$ cat src/vpcs_pkg.sv
// Shared types and constants of the video PLL and clamp setup calculator.
`timescale 1ns / 1ps
package vpcs_pkg;

  localparam int SAMP_W = 12;
  localparam int DEN_W  = 12;
  localparam int REFQ_W = 17;  // width of 30 * line_samples

  localparam logic [1:0]  KIND_PC = 2'd0;
  localparam logic [1:0]  KIND_SD = 2'd1;
  localparam logic [1:0]  KIND_ED = 2'd2;
  localparam logic [1:0]  KIND_HD = 2'd3;

  localparam logic [11:0] POSTDIV_LIMIT = 12'd2048;
  localparam logic [4:0]  REF_SCALE     = 5'd30;
  localparam logic [17:0] REF_ROUND     = 18'd5;
  localparam logic [15:0] RECIP10       = 16'd52429;  // 2^19 / 10, rounded up
  localparam int          RECIP10_SH    = 19;

  localparam logic signed [9:0] BASE_HD = 10'sd50;
  localparam logic signed [9:0] BASE_SD = 10'sd6;
  localparam logic signed [9:0] POS_MAX_HD = 10'sd215;
  localparam logic signed [9:0] POS_MAX_SD = 10'sd237;
  localparam logic [5:0]  LEN_HD = 6'd32;
  localparam logic [5:0]  LEN_SD = 6'd16;
  localparam logic [7:0]  ALC_SPAN_HD = 8'd40;  // width plus ALC offset
  localparam logic [7:0]  ALC_SPAN_SD = 8'd18;

  localparam logic [7:0]  SYNC_CTRL_PC    = 8'h0D;
  localparam logic [7:0]  SYNC_CTRL_OTHER = 8'h09;
  localparam logic [2:0]  PUMP_SAT        = 3'd6;

  localparam int PCLK_TH0 = 36000000;   // 36000 kHz times 1000
  localparam int PCLK_TH1 = 70000000;
  localparam int PCLK_TH2 = 135000000;

  // 40 times the VCO gain of each band
  function automatic logic [12:0] pump_num(input logic [1:0] band);
    logic [12:0] v;
    case (band)
      2'd0:    v = 13'd3000;
      2'd1:    v = 13'd3400;
      2'd2:    v = 13'd6000;
      default: v = 13'd8000;
    endcase
    return v;
  endfunction

  typedef struct packed {
    logic              hd;
    logic              pc;
    logic              post;
    logic [12:0]       div_full;
    logic [7:0]        sync_len;
    logic signed [7:0] user;
    logic [11:0]       pixels;
  } ctl_t;

  typedef struct packed {
    ctl_t        ctl;
    logic [11:0] samples;
    logic [11:0] refclk;
  } item_t;

endpackage

$ cat src/vpcs_front.sv
// Front end: accept a mode word, classify it and hand it to the queue.
`timescale 1ns / 1ps
module vpcs_front (
  input  logic                clk,
  input  logic                rst_n,
  input  logic                start,
  output logic                busy,
  input  logic [1:0]          in_video_kind,
  input  logic [11:0]         in_line_samples,
  input  logic [11:0]         in_active_pixels,
  input  logic [11:0]         in_refclk_per_line,
  input  logic                in_want_double_rate,
  input  logic [7:0]          in_sync_len_px,
  input  logic signed [7:0]   in_user_clamp_shift,
  input  logic                q_full,
  output logic                push,
  output vpcs_pkg::item_t     item
);

  logic            vld_r, vld_nxt;
  vpcs_pkg::item_t item_r, item_nxt;
  logic            accept;

  assign busy   = vld_r && q_full;
  assign accept = start && !busy;
  assign push   = vld_r && !q_full;
  assign item   = item_r;
  assign vld_nxt = accept || (vld_r && q_full);

  always_comb begin
    item_nxt.samples = in_line_samples;
    item_nxt.refclk  = (in_refclk_per_line == '0) ? 12'd1 : in_refclk_per_line;
    item_nxt.ctl.pixels = (in_active_pixels == '0) ? 12'd1 : in_active_pixels;
    item_nxt.ctl.hd   = (in_video_kind == vpcs_pkg::KIND_HD);
    item_nxt.ctl.pc   = (in_video_kind == vpcs_pkg::KIND_PC);
    item_nxt.ctl.post = in_want_double_rate && (in_line_samples < vpcs_pkg::POSTDIV_LIMIT);
    item_nxt.ctl.div_full = item_nxt.ctl.post ? {in_line_samples, 1'b0}
                                              : {1'b0, in_line_samples};
    item_nxt.ctl.sync_len = in_sync_len_px;
    item_nxt.ctl.user     = in_user_clamp_shift;
  end

  always_ff @(posedge clk) begin
    if (!rst_n) begin
      vld_r <= 1'b0;
    end else begin
      vld_r <= vld_nxt;
    end
  end

  always_ff @(posedge clk) begin
    if (accept) begin
      item_r <= item_nxt;
    end
  end

endmodule

$ cat src/vpcs_fifo.sv
// Two-entry queue between the front end and the back end.
`timescale 1ns / 1ps
module vpcs_fifo (
  input  logic            clk,
  input  logic            rst_n,
  input  logic            push,
  input  vpcs_pkg::item_t wr_item,
  output logic            full,
  output logic            rd_valid,
  input  logic            pop,
  output vpcs_pkg::item_t rd_item
);

  vpcs_pkg::item_t mem_r [2];
  logic            wr_ptr_r, wr_ptr_nxt;
  logic            rd_ptr_r, rd_ptr_nxt;
  logic [1:0]      cnt_r, cnt_nxt;
  logic            do_push, do_pop;

  assign full     = (cnt_r == 2'd2);
  assign rd_valid = (cnt_r != 2'd0);
  assign rd_item  = mem_r[rd_ptr_r];
  assign do_push  = push && !full;
  assign do_pop   = pop && rd_valid;

  always_comb begin
    wr_ptr_nxt = do_push ? ~wr_ptr_r : wr_ptr_r;
    rd_ptr_nxt = do_pop ? ~rd_ptr_r : rd_ptr_r;
    cnt_nxt    = cnt_r + 2'(do_push) - 2'(do_pop);
  end

  always_ff @(posedge clk) begin
    if (!rst_n) begin
      wr_ptr_r <= 1'b0;
      rd_ptr_r <= 1'b0;
      cnt_r    <= 2'd0;
    end else begin
      wr_ptr_r <= wr_ptr_nxt;
      rd_ptr_r <= rd_ptr_nxt;
      cnt_r    <= cnt_nxt;
    end
  end

  always_ff @(posedge clk) begin
    if (do_push) begin
      mem_r[wr_ptr_r] <= wr_item;
    end
  end

endmodule

$ cat src/vpcs_div.sv
// Pipelined restoring divider, two dividends over one shared divisor, one bit per stage.
`timescale 1ns / 1ps
module vpcs_div #(
  parameter int NW = 25
) (
  input  logic                        clk,
  input  logic                        rst_n,
  input  logic                        in_vld,
  input  logic [NW-1:0]               num_a,
  input  logic [NW-1:0]               num_b,
  input  logic [vpcs_pkg::DEN_W-1:0]  den,
  input  vpcs_pkg::ctl_t              tag,
  output logic                        out_vld,
  output logic [NW-1:0]               quo_a,
  output logic [NW-1:0]               quo_b,
  output vpcs_pkg::ctl_t              out_tag
);

  localparam int DW = vpcs_pkg::DEN_W;

  logic           v_r   [NW];
  logic [NW-1:0]  na_r  [NW];
  logic [NW-1:0]  nb_r  [NW];
  logic [NW-1:0]  qa_r  [NW];
  logic [NW-1:0]  qb_r  [NW];
  logic [DW-1:0]  ra_r  [NW];
  logic [DW-1:0]  rb_r  [NW];
  logic [DW-1:0]  den_r [NW];
  vpcs_pkg::ctl_t tag_r [NW];

  for (genvar s = 0; s < NW; s++) begin : g_stage
    logic           v_i;
    logic [NW-1:0]  na_i, nb_i, qa_i, qb_i;
    logic [DW-1:0]  ra_i, rb_i, den_i;
    vpcs_pkg::ctl_t tag_i;
    logic [DW:0]    ta, tb;

    if (s == 0) begin : g_first
      assign v_i = in_vld;
      assign na_i = num_a;
      assign nb_i = num_b;
      assign qa_i = '0;
      assign qb_i = '0;
      assign ra_i = '0;
      assign rb_i = '0;
      assign den_i = den;
      assign tag_i = tag;
    end else begin : g_next
      assign v_i = v_r[s-1];
      assign na_i = na_r[s-1];
      assign nb_i = nb_r[s-1];
      assign qa_i = qa_r[s-1];
      assign qb_i = qb_r[s-1];
      assign ra_i = ra_r[s-1];
      assign rb_i = rb_r[s-1];
      assign den_i = den_r[s-1];
      assign tag_i = tag_r[s-1];
    end

    assign ta = {ra_i, na_i[NW-1]};
    assign tb = {rb_i, nb_i[NW-1]};

    always_ff @(posedge clk) begin
      if (!rst_n) begin
        v_r[s] <= 1'b0;
      end else begin
        v_r[s] <= v_i;
      end
    end

    always_ff @(posedge clk) begin
      na_r[s]  <= {na_i[NW-2:0], 1'b0};
      nb_r[s]  <= {nb_i[NW-2:0], 1'b0};
      den_r[s] <= den_i;
      tag_r[s] <= tag_i;
      if (ta >= {1'b0, den_i}) begin
        ra_r[s] <= DW'(ta - {1'b0, den_i});
        qa_r[s] <= {qa_i[NW-2:0], 1'b1};
      end else begin
        ra_r[s] <= ta[DW-1:0];
        qa_r[s] <= {qa_i[NW-2:0], 1'b0};
      end
      if (tb >= {1'b0, den_i}) begin
        rb_r[s] <= DW'(tb - {1'b0, den_i});
        qb_r[s] <= {qb_i[NW-2:0], 1'b1};
      end else begin
        rb_r[s] <= tb[DW-1:0];
        qb_r[s] <= {qb_i[NW-2:0], 1'b0};
      end
    end
  end

  assign out_vld = v_r[NW-1];
  assign quo_a   = qa_r[NW-1];
  assign quo_b   = qb_r[NW-1];
  assign out_tag = tag_r[NW-1];

endmodule

$ cat src/vpcs_back.sv
// Back end: divide, scale, clip and pick the band and pump current.
`timescale 1ns / 1ps
module vpcs_back #(
  parameter int REF_CLOCK_HZ = 27000000
) (
  input  logic            clk,
  input  logic            rst_n,
  input  logic            q_valid,
  input  vpcs_pkg::item_t q_item,
  output logic            pop,
  output logic            out_valid,
  output logic            out_postdiv_on,
  output logic [11:0]     out_pll_divider,
  output logic [1:0]      out_vco_band,
  output logic [2:0]      out_pump_current,
  output logic [7:0]      out_pll_ctrl_byte,
  output logic [7:0]      out_clamp_start,
  output logic [5:0]      out_clamp_len,
  output logic [7:0]      out_alc_position,
  output logic [7:0]      out_sync_ctrl_byte
);

  localparam int HZ_W = $clog2(REF_CLOCK_HZ + 1);
  localparam int NW   = (HZ_W > vpcs_pkg::REFQ_W) ? HZ_W : vpcs_pkg::REFQ_W;
  localparam int PW   = 13 + NW;
  localparam logic [PW-1:0] TH0 = PW'(vpcs_pkg::PCLK_TH0);
  localparam logic [PW-1:0] TH1 = PW'(vpcs_pkg::PCLK_TH1);
  localparam logic [PW-1:0] TH2 = PW'(vpcs_pkg::PCLK_TH2);

  logic [vpcs_pkg::REFQ_W-1:0] scaled;
  logic                 d_vld;
  logic [NW-1:0]        d_qa, d_qb;
  vpcs_pkg::ctl_t       d_tag;

  assign pop    = q_valid;
  assign scaled = {5'b0, q_item.samples} * {12'b0, vpcs_pkg::REF_SCALE};

  vpcs_div #(.NW(NW)) u_div (
    .clk     (clk),
    .rst_n   (rst_n),
    .in_vld  (q_valid),
    .num_a   (NW'(scaled)),
    .num_b   (NW'(REF_CLOCK_HZ)),
    .den     (q_item.refclk),
    .tag     (q_item.ctl),
    .out_vld (d_vld),
    .quo_a   (d_qa),
    .quo_b   (d_qb),
    .out_tag (d_tag)
  );

  // stage A: reciprocal multiply for the divide by ten, pixel clock product
  logic           a_v_r;
  logic [33:0]    a_rec_r;
  logic [PW-1:0]  a_prod_r;
  vpcs_pkg::ctl_t a_ctl_r;
  logic [17:0]    a_t;

  assign a_t = {1'b0, d_qa[vpcs_pkg::REFQ_W-1:0]} + vpcs_pkg::REF_ROUND;

  always_ff @(posedge clk) begin
    a_rec_r  <= {16'b0, a_t} * {18'b0, vpcs_pkg::RECIP10};
    a_prod_r <= {{NW{1'b0}}, d_tag.div_full} * {13'b0, d_qb};
    a_ctl_r  <= d_tag;
  end

  // stage B: clamp position and VCO band
  logic              b_v_r;
  logic [7:0]        b_pos_r, b_pos_nxt;
  logic [1:0]        b_band_r, b_band_nxt;
  vpcs_pkg::ctl_t    b_ctl_r;
  logic [7:0]        ref_off;
  logic signed [9:0] pos, pos_max;

  always_comb begin
    ref_off = a_ctl_r.sync_len - a_rec_r[vpcs_pkg::RECIP10_SH +: 8];
    pos = $signed({2'b00, ref_off}) + $signed({{2{a_ctl_r.user[7]}}, a_ctl_r.user})
        + (a_ctl_r.hd ? vpcs_pkg::BASE_HD : vpcs_pkg::BASE_SD);
    pos_max = a_ctl_r.hd ? vpcs_pkg::POS_MAX_HD : vpcs_pkg::POS_MAX_SD;
    if (pos < 10'sd0) begin
      b_pos_nxt = 8'd0;
    end else if (pos > pos_max) begin
      b_pos_nxt = pos_max[7:0];
    end else begin
      b_pos_nxt = pos[7:0];
    end
    if (a_prod_r < TH0) begin
      b_band_nxt = 2'd0;
    end else if (a_prod_r < TH1) begin
      b_band_nxt = 2'd1;
    end else if (a_prod_r < TH2) begin
      b_band_nxt = 2'd2;
    end else begin
      b_band_nxt = 2'd3;
    end
  end

  always_ff @(posedge clk) begin
    b_pos_r  <= b_pos_nxt;
    b_band_r <= b_band_nxt;
    b_ctl_r  <= a_ctl_r;
  end

  // stage C: pump current by compare against small multiples, output register
  logic [13:0] pnum;
  logic [2:0]  cp;
  logic        c_v_r;
  logic        c_post_r;
  logic [11:0] c_div_r;
  logic [1:0]  c_band_r;
  logic [2:0]  c_cp_r;
  logic [7:0]  c_pos_r, c_alc_r, c_sync_r;
  logic [5:0]  c_len_r;

  always_comb begin
    pnum = {1'b0, vpcs_pkg::pump_num(b_band_r)} + {3'b0, b_ctl_r.pixels[11:1]};
    cp = 3'd0;
    for (int n = 1; n <= 6; n++) begin
      if ({1'b0, pnum} >= 15'(n) * {3'b0, b_ctl_r.pixels}) begin
        cp = 3'(n);
      end
    end
  end

  always_ff @(posedge clk) begin
    c_post_r <= b_ctl_r.post;
    c_div_r  <= b_ctl_r.div_full[11:0];
    c_band_r <= b_band_r;
    c_cp_r   <= (cp > vpcs_pkg::PUMP_SAT) ? vpcs_pkg::PUMP_SAT : cp;
    c_pos_r  <= b_pos_r;
    c_len_r  <= b_ctl_r.hd ? vpcs_pkg::LEN_HD : vpcs_pkg::LEN_SD;
    c_alc_r  <= b_pos_r + (b_ctl_r.hd ? vpcs_pkg::ALC_SPAN_HD : vpcs_pkg::ALC_SPAN_SD);
    c_sync_r <= b_ctl_r.pc ? vpcs_pkg::SYNC_CTRL_PC : vpcs_pkg::SYNC_CTRL_OTHER;
  end

  always_ff @(posedge clk) begin
    if (!rst_n) begin
      a_v_r <= 1'b0;
      b_v_r <= 1'b0;
      c_v_r <= 1'b0;
    end else begin
      a_v_r <= d_vld;
      b_v_r <= a_v_r;
      c_v_r <= b_v_r;
    end
  end

  assign out_valid          = c_v_r;
  assign out_postdiv_on     = c_post_r;
  assign out_pll_divider    = c_div_r;
  assign out_vco_band       = c_band_r;
  assign out_pump_current   = c_cp_r;
  assign out_pll_ctrl_byte  = {c_band_r, c_cp_r, 3'b000};
  assign out_clamp_start    = c_pos_r;
  assign out_clamp_len      = c_len_r;
  assign out_alc_position   = c_alc_r;
  assign out_sync_ctrl_byte = c_sync_r;

endmodule

$ cat src/video_pll_clamp_setup_calc.sv
// Top level of the video PLL and clamp setup calculator.
`timescale 1ns / 1ps
//
//  channel | handshake            | payload
//  --------+----------------------+---------------------------------------------
//  input   | start / busy         | in_video_kind .. in_user_clamp_shift
//  result  | out_valid (strobe)   | out_postdiv_on .. out_sync_ctrl_byte
//
// One mode word is taken per cycle while start is high and busy is low: the front
// end holds the word in one register, a two-entry queue follows, and the back end
// pops whenever the queue holds a word. A word passes the front register, the
// queue, NW divider stages and the three back stages A, B and C before its
// result is strobed, NW = max(17, bits of REF_CLOCK_HZ).
// Reset (rst_n low, synchronous) empties the queue and drops all words in flight.
// busy rises only when the queue is full; the back end never stalls since the
// receiver takes every result in the cycle its strobe is high.
module video_pll_clamp_setup_calc #(
  parameter int REF_CLOCK_HZ = 27000000
) (
  input  logic              clk,
  input  logic              rst_n,
  input  logic              start,
  output logic              busy,
  input  logic [1:0]        in_video_kind,
  input  logic [11:0]       in_line_samples,
  input  logic [11:0]       in_active_pixels,
  input  logic [11:0]       in_refclk_per_line,
  input  logic              in_want_double_rate,
  input  logic [7:0]        in_sync_len_px,
  input  logic signed [7:0] in_user_clamp_shift,
  output logic              out_valid,
  output logic              out_postdiv_on,
  output logic [11:0]       out_pll_divider,
  output logic [1:0]        out_vco_band,
  output logic [2:0]        out_pump_current,
  output logic [7:0]        out_pll_ctrl_byte,
  output logic [7:0]        out_clamp_start,
  output logic [5:0]        out_clamp_len,
  output logic [7:0]        out_alc_position,
  output logic [7:0]        out_sync_ctrl_byte
);

  logic            q_full, push, q_valid, pop;
  vpcs_pkg::item_t f_item, q_item;

  // classify: clamp zero divisors to one, decide post-divide, mark pc / high def
  vpcs_front u_front (
    .clk                 (clk),
    .rst_n               (rst_n),
    .start               (start),
    .busy                (busy),
    .in_video_kind       (in_video_kind),
    .in_line_samples     (in_line_samples),
    .in_active_pixels    (in_active_pixels),
    .in_refclk_per_line  (in_refclk_per_line),
    .in_want_double_rate (in_want_double_rate),
    .in_sync_len_px      (in_sync_len_px),
    .in_user_clamp_shift (in_user_clamp_shift),
    .q_full              (q_full),
    .push                (push),
    .item                (f_item)
  );

  // decouple front and back
  vpcs_fifo u_fifo (
    .clk      (clk),
    .rst_n    (rst_n),
    .push     (push),
    .wr_item  (f_item),
    .full     (q_full),
    .rd_valid (q_valid),
    .pop      (pop),
    .rd_item  (q_item)
  );

  // divide, scale, clip, pick band and pump current
  vpcs_back #(.REF_CLOCK_HZ(REF_CLOCK_HZ)) u_back (
    .clk                (clk),
    .rst_n              (rst_n),
    .q_valid            (q_valid),
    .q_item             (q_item),
    .pop                (pop),
    .out_valid          (out_valid),
    .out_postdiv_on     (out_postdiv_on),
    .out_pll_divider    (out_pll_divider),
    .out_vco_band       (out_vco_band),
    .out_pump_current   (out_pump_current),
    .out_pll_ctrl_byte  (out_pll_ctrl_byte),
    .out_clamp_start    (out_clamp_start),
    .out_clamp_len      (out_clamp_len),
    .out_alc_position   (out_alc_position),
    .out_sync_ctrl_byte (out_sync_ctrl_byte)
  );

endmodule

$ cat config.mk
export PLATFORM = sky130hd
export DESIGN_NAME = video_pll_clamp_setup_calc
export DESIGN_NICKNAME = d
export VERILOG_FILES = /design/src/vpcs_pkg.sv /design/src/vpcs_front.sv /design/src/vpcs_fifo.sv /design/src/vpcs_div.sv /design/src/vpcs_back.sv /design/src/video_pll_clamp_setup_calc.sv
export SDC_FILE = /design/constraint.sdc
export NUM_CORES = 2
export LEC_CHECK = 0
export BUFFER_PORTS_ARGS = -buffer_cell sky130_fd_sc_hd__buf_2
export CAP_MARGIN = 20
export CORE_UTILIZATION = 50
export DETAILED_ROUTE_END_ITERATION = 12
export GPL_TIMING_DRIVEN = 0
export PLACE_DENSITY = 0.76
export SETUP_SLACK_MARGIN = 0.2
export SYNTH_ARGS = -nofsm -noshare
export SYNTH_HDL_FRONTEND = slang
export SYNTH_MEMORY_MAX_BITS = 65536
export SYNTH_SLANG_ARGS = --single-unit
$ cat constraint.sdc
create_clock -name clk -period 9.9 [get_ports clk]
set_input_delay 0.495 -clock clk [delete_from_list [all_inputs] [get_ports clk]]
set_output_delay 0.495 -clock clk [all_outputs]
set_load 0.01 [all_outputs]
# --- Word-level counts from Yosys, hierarchy flattened ---
# Memories as Yosys holds them, arrays and structs flattened. A register that Yosys moved wholly into a read port is not among the register bits.
# Cells that the tools add are included.
word_totals:
  ff_bits: 268
  mem_bits_rw: 4611
  input_bits: 58
  output_inout_bits: 58
  wordCells: 622
  mem_count: 10
classes:
  addsub: 58
  n_mul: 6
  n_lt_le_gt_ge: 63
  n_eq_ne: 4
  mux: 297
  bitwise_logic: 127
  n_reduce_logical: 15
memory_table:
  columns: ["memory", "words", "width", "rd", "rd_ports_with_merged_regs", "write_ports", "line_no", "rtl"]
  rows:
  - ["u_back.u_div.tag_r", 25, 44, 25, 0, 25, "vpcs_div.sv:29", "vpcs_pkg::ctl_t tag_r [NW];"]
  - ["u_back.u_div.qa_r", 25, 25, 25, 0, 25, "vpcs_div.sv:24", "logic [NW-1:0] qa_r [NW];"]
  - ["u_back.u_div.qb_r", 25, 25, 25, 0, 25, "vpcs_div.sv:25", "logic [NW-1:0] qb_r [NW];"]
  - ["u_back.u_div.na_r", 25, 24, 24, 0, 25, "vpcs_div.sv:22", "logic [NW-1:0] na_r [NW];"]
  - ["u_back.u_div.nb_r", 25, 24, 24, 0, 25, "vpcs_div.sv:23", "logic [NW-1:0] nb_r [NW];"]
  - ["u_back.u_div.den_r", 25, 12, 24, 0, 25, "vpcs_div.sv:28", "logic [DW-1:0] den_r [NW];"]
  - ["4 more memories", null, null, null, null, null, null, null]
op_table:
  columns: ["cell", "count"]
  rows:
  - ["$mux 25", 50]
  - ["$ge 13x12->1", 48]
  - ["$mux 12", 51]
  - ["$sub 12x12->12", 48]
  - ["$mux 1", 184]
  - ["$or 1x1->1", 125]
  - ["$pmux 13 s3", 1]
  - ["$lt 38x26->1 const B", 1]
  - ["$lt 38x27->1 const B", 1]
  - ["$lt 38x28->1 const B", 1]
  - ["$mul 13x25->38", 1]
  - ["$ge 14x15->1", 2]
  - ["$ge 14x14->1", 2]
  - ["$mul 2x12->14 const A", 2]
  - ["$mul 18x16->27 const B", 1]
  - ["$ge 1x12->1 const A", 2]
  - ["$logic_not 12->1", 2]
  - ["$mux 6", 4]
  - ["$sub 1x12->12 const A", 2]
  - ["$add 17x3->18 const B", 1]
  - ["$mul 12x4->16 const B", 1]
  - ["$mul 3x12->15 const A", 1]
  - ["$add 13x11->14", 1]
  - ["$ge 14x12->1", 1]
  - ["23 further kinds", 37]

# --- Longest topological paths before layout ---
depth:
  word_depth: 11
  depth_mapped: 26
  ltp_nobuf: 26

# --- Modules after synthesis ---
# Synthesis repeated with hierarchy kept, for this count alone.
hier_totals:
  cells_unflattened: 10579
  hier_area_um2: 127569.8
by_module_without_submodules:
  columns: ["mod", "n_inst", "cells_each", "area_per_inst_um2", "seq_area_each_um2"]
  rows:
  - ["vpcs_div", 1, 7813, 97227.0, 64842.2]
  - ["vpcs_back", 1, 2407, 22683.0, 3183.1]
  - ["vpcs_fifo", 1, 239, 5233.8, 4184.0]
  - ["vpcs_front", 1, 120, 2426.1, 2062.0]

# --- Worst setup path before layout ---
# No wires, ideal clock.
synth_path:
  path_kind: "reg-to-reg"
  start: "mem u_back.u_div.qa_r[24][0], in the netlist u_back.u_div.qa_r[3][0]"
  end: "reg u_back.a_rec_r[26]"
  setup_time_ps: 72
  arrival_ps: 6416
  required_time_ps: 9828
  setup_slack_ps: 3412
  path_stages_with_launch: 27
  n_path_buf: 0
  synth_period_minus_slack_ps: 6488
  path_cell_list: "dfxtp_1 ha_1 o2111a_1 and2_1 nand4_1 nor2_1 xor2_1 ha_1 ha_1 inv_1 fa_1 inv_1 fa_1 fa_1 inv_1 fa_1 inv_1 ha_1 a21o_1 a21o_1 a21oi_1 nor2b_1 a211o_1 o41a_1 a211o_1 a21oi_1 xnor2_1"
synth_lines:
  columns: ["item", "line_no", "rtl"]
  rows:
  - ["start, declared", "vpcs_div.sv:24", null]
  - ["end signal, assigned", "vpcs_back.sv:62", "a_rec_r <= {16'b0, a_t} * {18'b0, vpcs_pkg::RECIP10};"]
  - ["end, declared", "vpcs_back.sv:54", "logic [33:0] a_rec_r;"]

==> flow_summary.toml <==
[run_status]
status = "finished, violations left"
violations = "design-rule violations"

[clock_tree]
cts_buffers = 313
hold_buffers = 55
cts_tree = "done"
insertion_delay_ns = 0.93
path_clk_slew_ns = 0.06
clock_path_buffers = 4
root_buffer = "clkbuf_16"
cts.sinks = 3084
postCtsSetupBuffers = 0
htreeDepth = 5
cts_resized = 0

[yosys]
synth_seq_cells = 3084
yosysMostFrequentCell = "dfxtp_1"
netlist_top_cells_area = "dfxtp_1, ha_1, fa_1, edfxtp_1, inv_1"
netlist_top_cells_count = "dfxtp_1, inv_1, ha_1"
syn_area_mm2 = 0.113
yosysTopAreaCellShare = 0.509
ys_types = 70
yosysWarnings = 0
synth_cells = 9831
ys_seq_area_frac = 0.563
avgSynthCellArea_um2 = 11.5
synth_flop_cell = "dfxtp_1"
yosysTopAreaCell = "dfxtp_1"
synth_edf_count = 204
ys_async_sr_fraction = 0

[place]
place_hpwl_mm = 171
port_buffers = 101
gp_congestion = 0.932

[critical_path]
rrSetupSlack_ns = 2.25
rr_worst_depth = 26
crit_fanout = 5
worstSetupEndpointType = "register"
arrival_ns = 8.47
setup.worst_path.start = "u_back.u_div.qa_r[3][0]"
required_ns = 10.72
start_kind = "register"
critical_path_class = "register to register"
r2r_start = "u_back.u_div.qa_r[3][0]"

[timing]
hold_viol_final = 0
max_freq_mhz = 131
maxSlewHeadroom = 0.276
slew_violations = 0
rsz0062_at_grt = "no"
fin_crit_sh = 0.773
fin_crit_ns = 7.65
setup_violations = 0
worst_pin_slew_ns = 1.08
tns_ns = 0
skew_ns = 0.0652

[floorplan]
coreArea_mm2 = 0.225
start_util = 0.503
core.rowCount = 174
dieHeight_um = 478
top_level_ports = 116
dieArea_mm2 = 0.228
die_x_um = 478

[global_routing]
met3_usage = 0.0323
grt_pass1_wl_mm = 368
use_met2 = 0.344
busiest_layer = "met2"
grt_overflow = 0
grtUsageTotal = 0.201
grt_max_degree = 49
use_met1 = 0.255
antenna_found_initial = 13
grt_pass1_vias = 70200

[drt]
via_count = 67900
dr.pass1.iters = 10
via_per_inst = 5.01
wl_per_cell_um = 17.0
antenna_left = 0
drt_iter0_markers = 3929
drt-total-wl_mm = 230
drcViolationCount = 16

[min_path]
min_from = "in_active_pixels[11]"
hold_depth = 2
min_path_type = "input port to register"

[final_layout]
fillerInstances = 18300
nNetsFinal = 11700
drive_gt1_frac = 0.0750
area_growth_syn_to_layout_pct = 13.6

[job]
drv_cap = 0
flip-flops by register name, indices dropped and copies added, names as in the netlist, 68 cells and up, named ones only:
| name | flops |
|---|---|
| u_fifo.mem_r | 136 |
| u_back.u_div.tag_r | 1100 |
| u_back.u_div.den_r | 288 |
| u_front.item | 68 |
| u_back.u_div.qa_r | 153 |
| u_back.u_div.ra_r | 288 |
| u_back.u_div.qb_r | 325 |
| u_back.u_div.na_r | 248 |
| u_back.u_div.rb_r | 288 |
placed cells by master, fill, tap and decap left out, types with 158 or more instances in the layout:
| cell | n |
|---|---|
| a21oi_1 | 214 |
| and2_1 | 158 |
| clkbuf_1 | 216 |
| clkbuf_16 | 323 |
| dfxtp_1 | 2880 |
| edfxtp_1 | 204 |
| fa_1 | 409 |
| ha_1 | 906 |
| inv_1 | 1093 |
| nand2_1 | 827 |
| nor2_1 | 402 |
| o21ai_0 | 400 |
| o31ai_1 | 187 |
| xnor2_1 | 213 |
layer usage:
layer  vias to the layer above  share of wire
met4                         0          0.035
met3                       515          0.044
met1                     32300           0.44
li1                      33600              -
met2                      1505           0.48
met5                         -              0
through the flow:
| stage | cells | instance area [um2] | hold slack (ns) | worst slack [ns] | utilization |
|---|---|---|---|---|---|
| final | 13500 | 129000 | 0.0912 | 2.25 | 0.572 |
| after global routing | 13500 | 129000 | 0.0307 | 1.77 | 0.572 |
| after CTS | 13500 | 129000 | 0.0493 | 2.20 | 0.572 |
| after detailed placement | 12900 | 118000 | 0.312 | 2.36 | 0.523 |
| after global placement | 12900 | 118000 | 0.309 | 2.42 | 0.523 |
| after floorplan | 9849 | 113000 | 0.310 | 3.41 | - |
kinds of logic after synthesis:
| family | count (synthesis) | synth area share |
|---|---|---|
| flip-flops | 3084 | 0.563 |
| other | 2 | 0.0000663 |
| buffers and inverters | 1286 | 0.0433 |
| multiplexers | 235 | 0.0225 |
| adder cells (fa/ha/maj) | 1315 | 0.172 |
| AND/OR/NAND/NOR | 2039 | 0.0836 |
| AO/OA/AOI/OAI | 1504 | 0.0863 |
| XOR/XNOR | 366 | 0.0283 |
final cells by class:
class	instances	area, um2	share of cell area
flip-flops and latches	3084	63800	0.496
multi-input cells	5479	44600	0.347
clock buffers	433	9090	0.0707
inverters	1093	4100	0.0319
well taps	2992	3740	0.0291
clock inverters	107	1300	0.0101
repair buffers	161	1170	0.00911
plain buffers	193	801	0.00623
diodes	3	7.51	0.0000584
critical path, stage by stage, from the launching register on:
cell and delay, ns:
dfxtp_1 0.51, ha_1 0.26, o2111a_1 0.25, and2_1 0.18, nand4_1 0.18, nor2_1 0.22, nand3_1 0.14, xnor2_1 0.66
ha_1 0.39, ha_1 0.29, inv_1 0.05, fa_1 0.50, inv_1 0.05, fa_1 0.52, fa_1 0.56, inv_1 0.05
fa_1 0.53, inv_1 0.05, ha_1 0.30, a21o_1 0.16, a21oi_1 0.13, nor2b_1 0.06, a211o_1 0.38, o41a_1 0.40
a211o_1 0.33, a21oi_1 0.24, xnor2_1 0.14
path summary, 6_finish.rpt:
kind                                                   to
worst max-delay path                   u_back.a_rec_r[26]
worst min-delay path                     u_front.item[35]
worst max register to register         u_back.a_rec_r[26]
worst min register to register  u_back.u_div.qb_r[2][192]
Power is left out: the tool's default activity adds up to more than one toggle a clock period on the data nets, which glitch-free logic cannot reach.
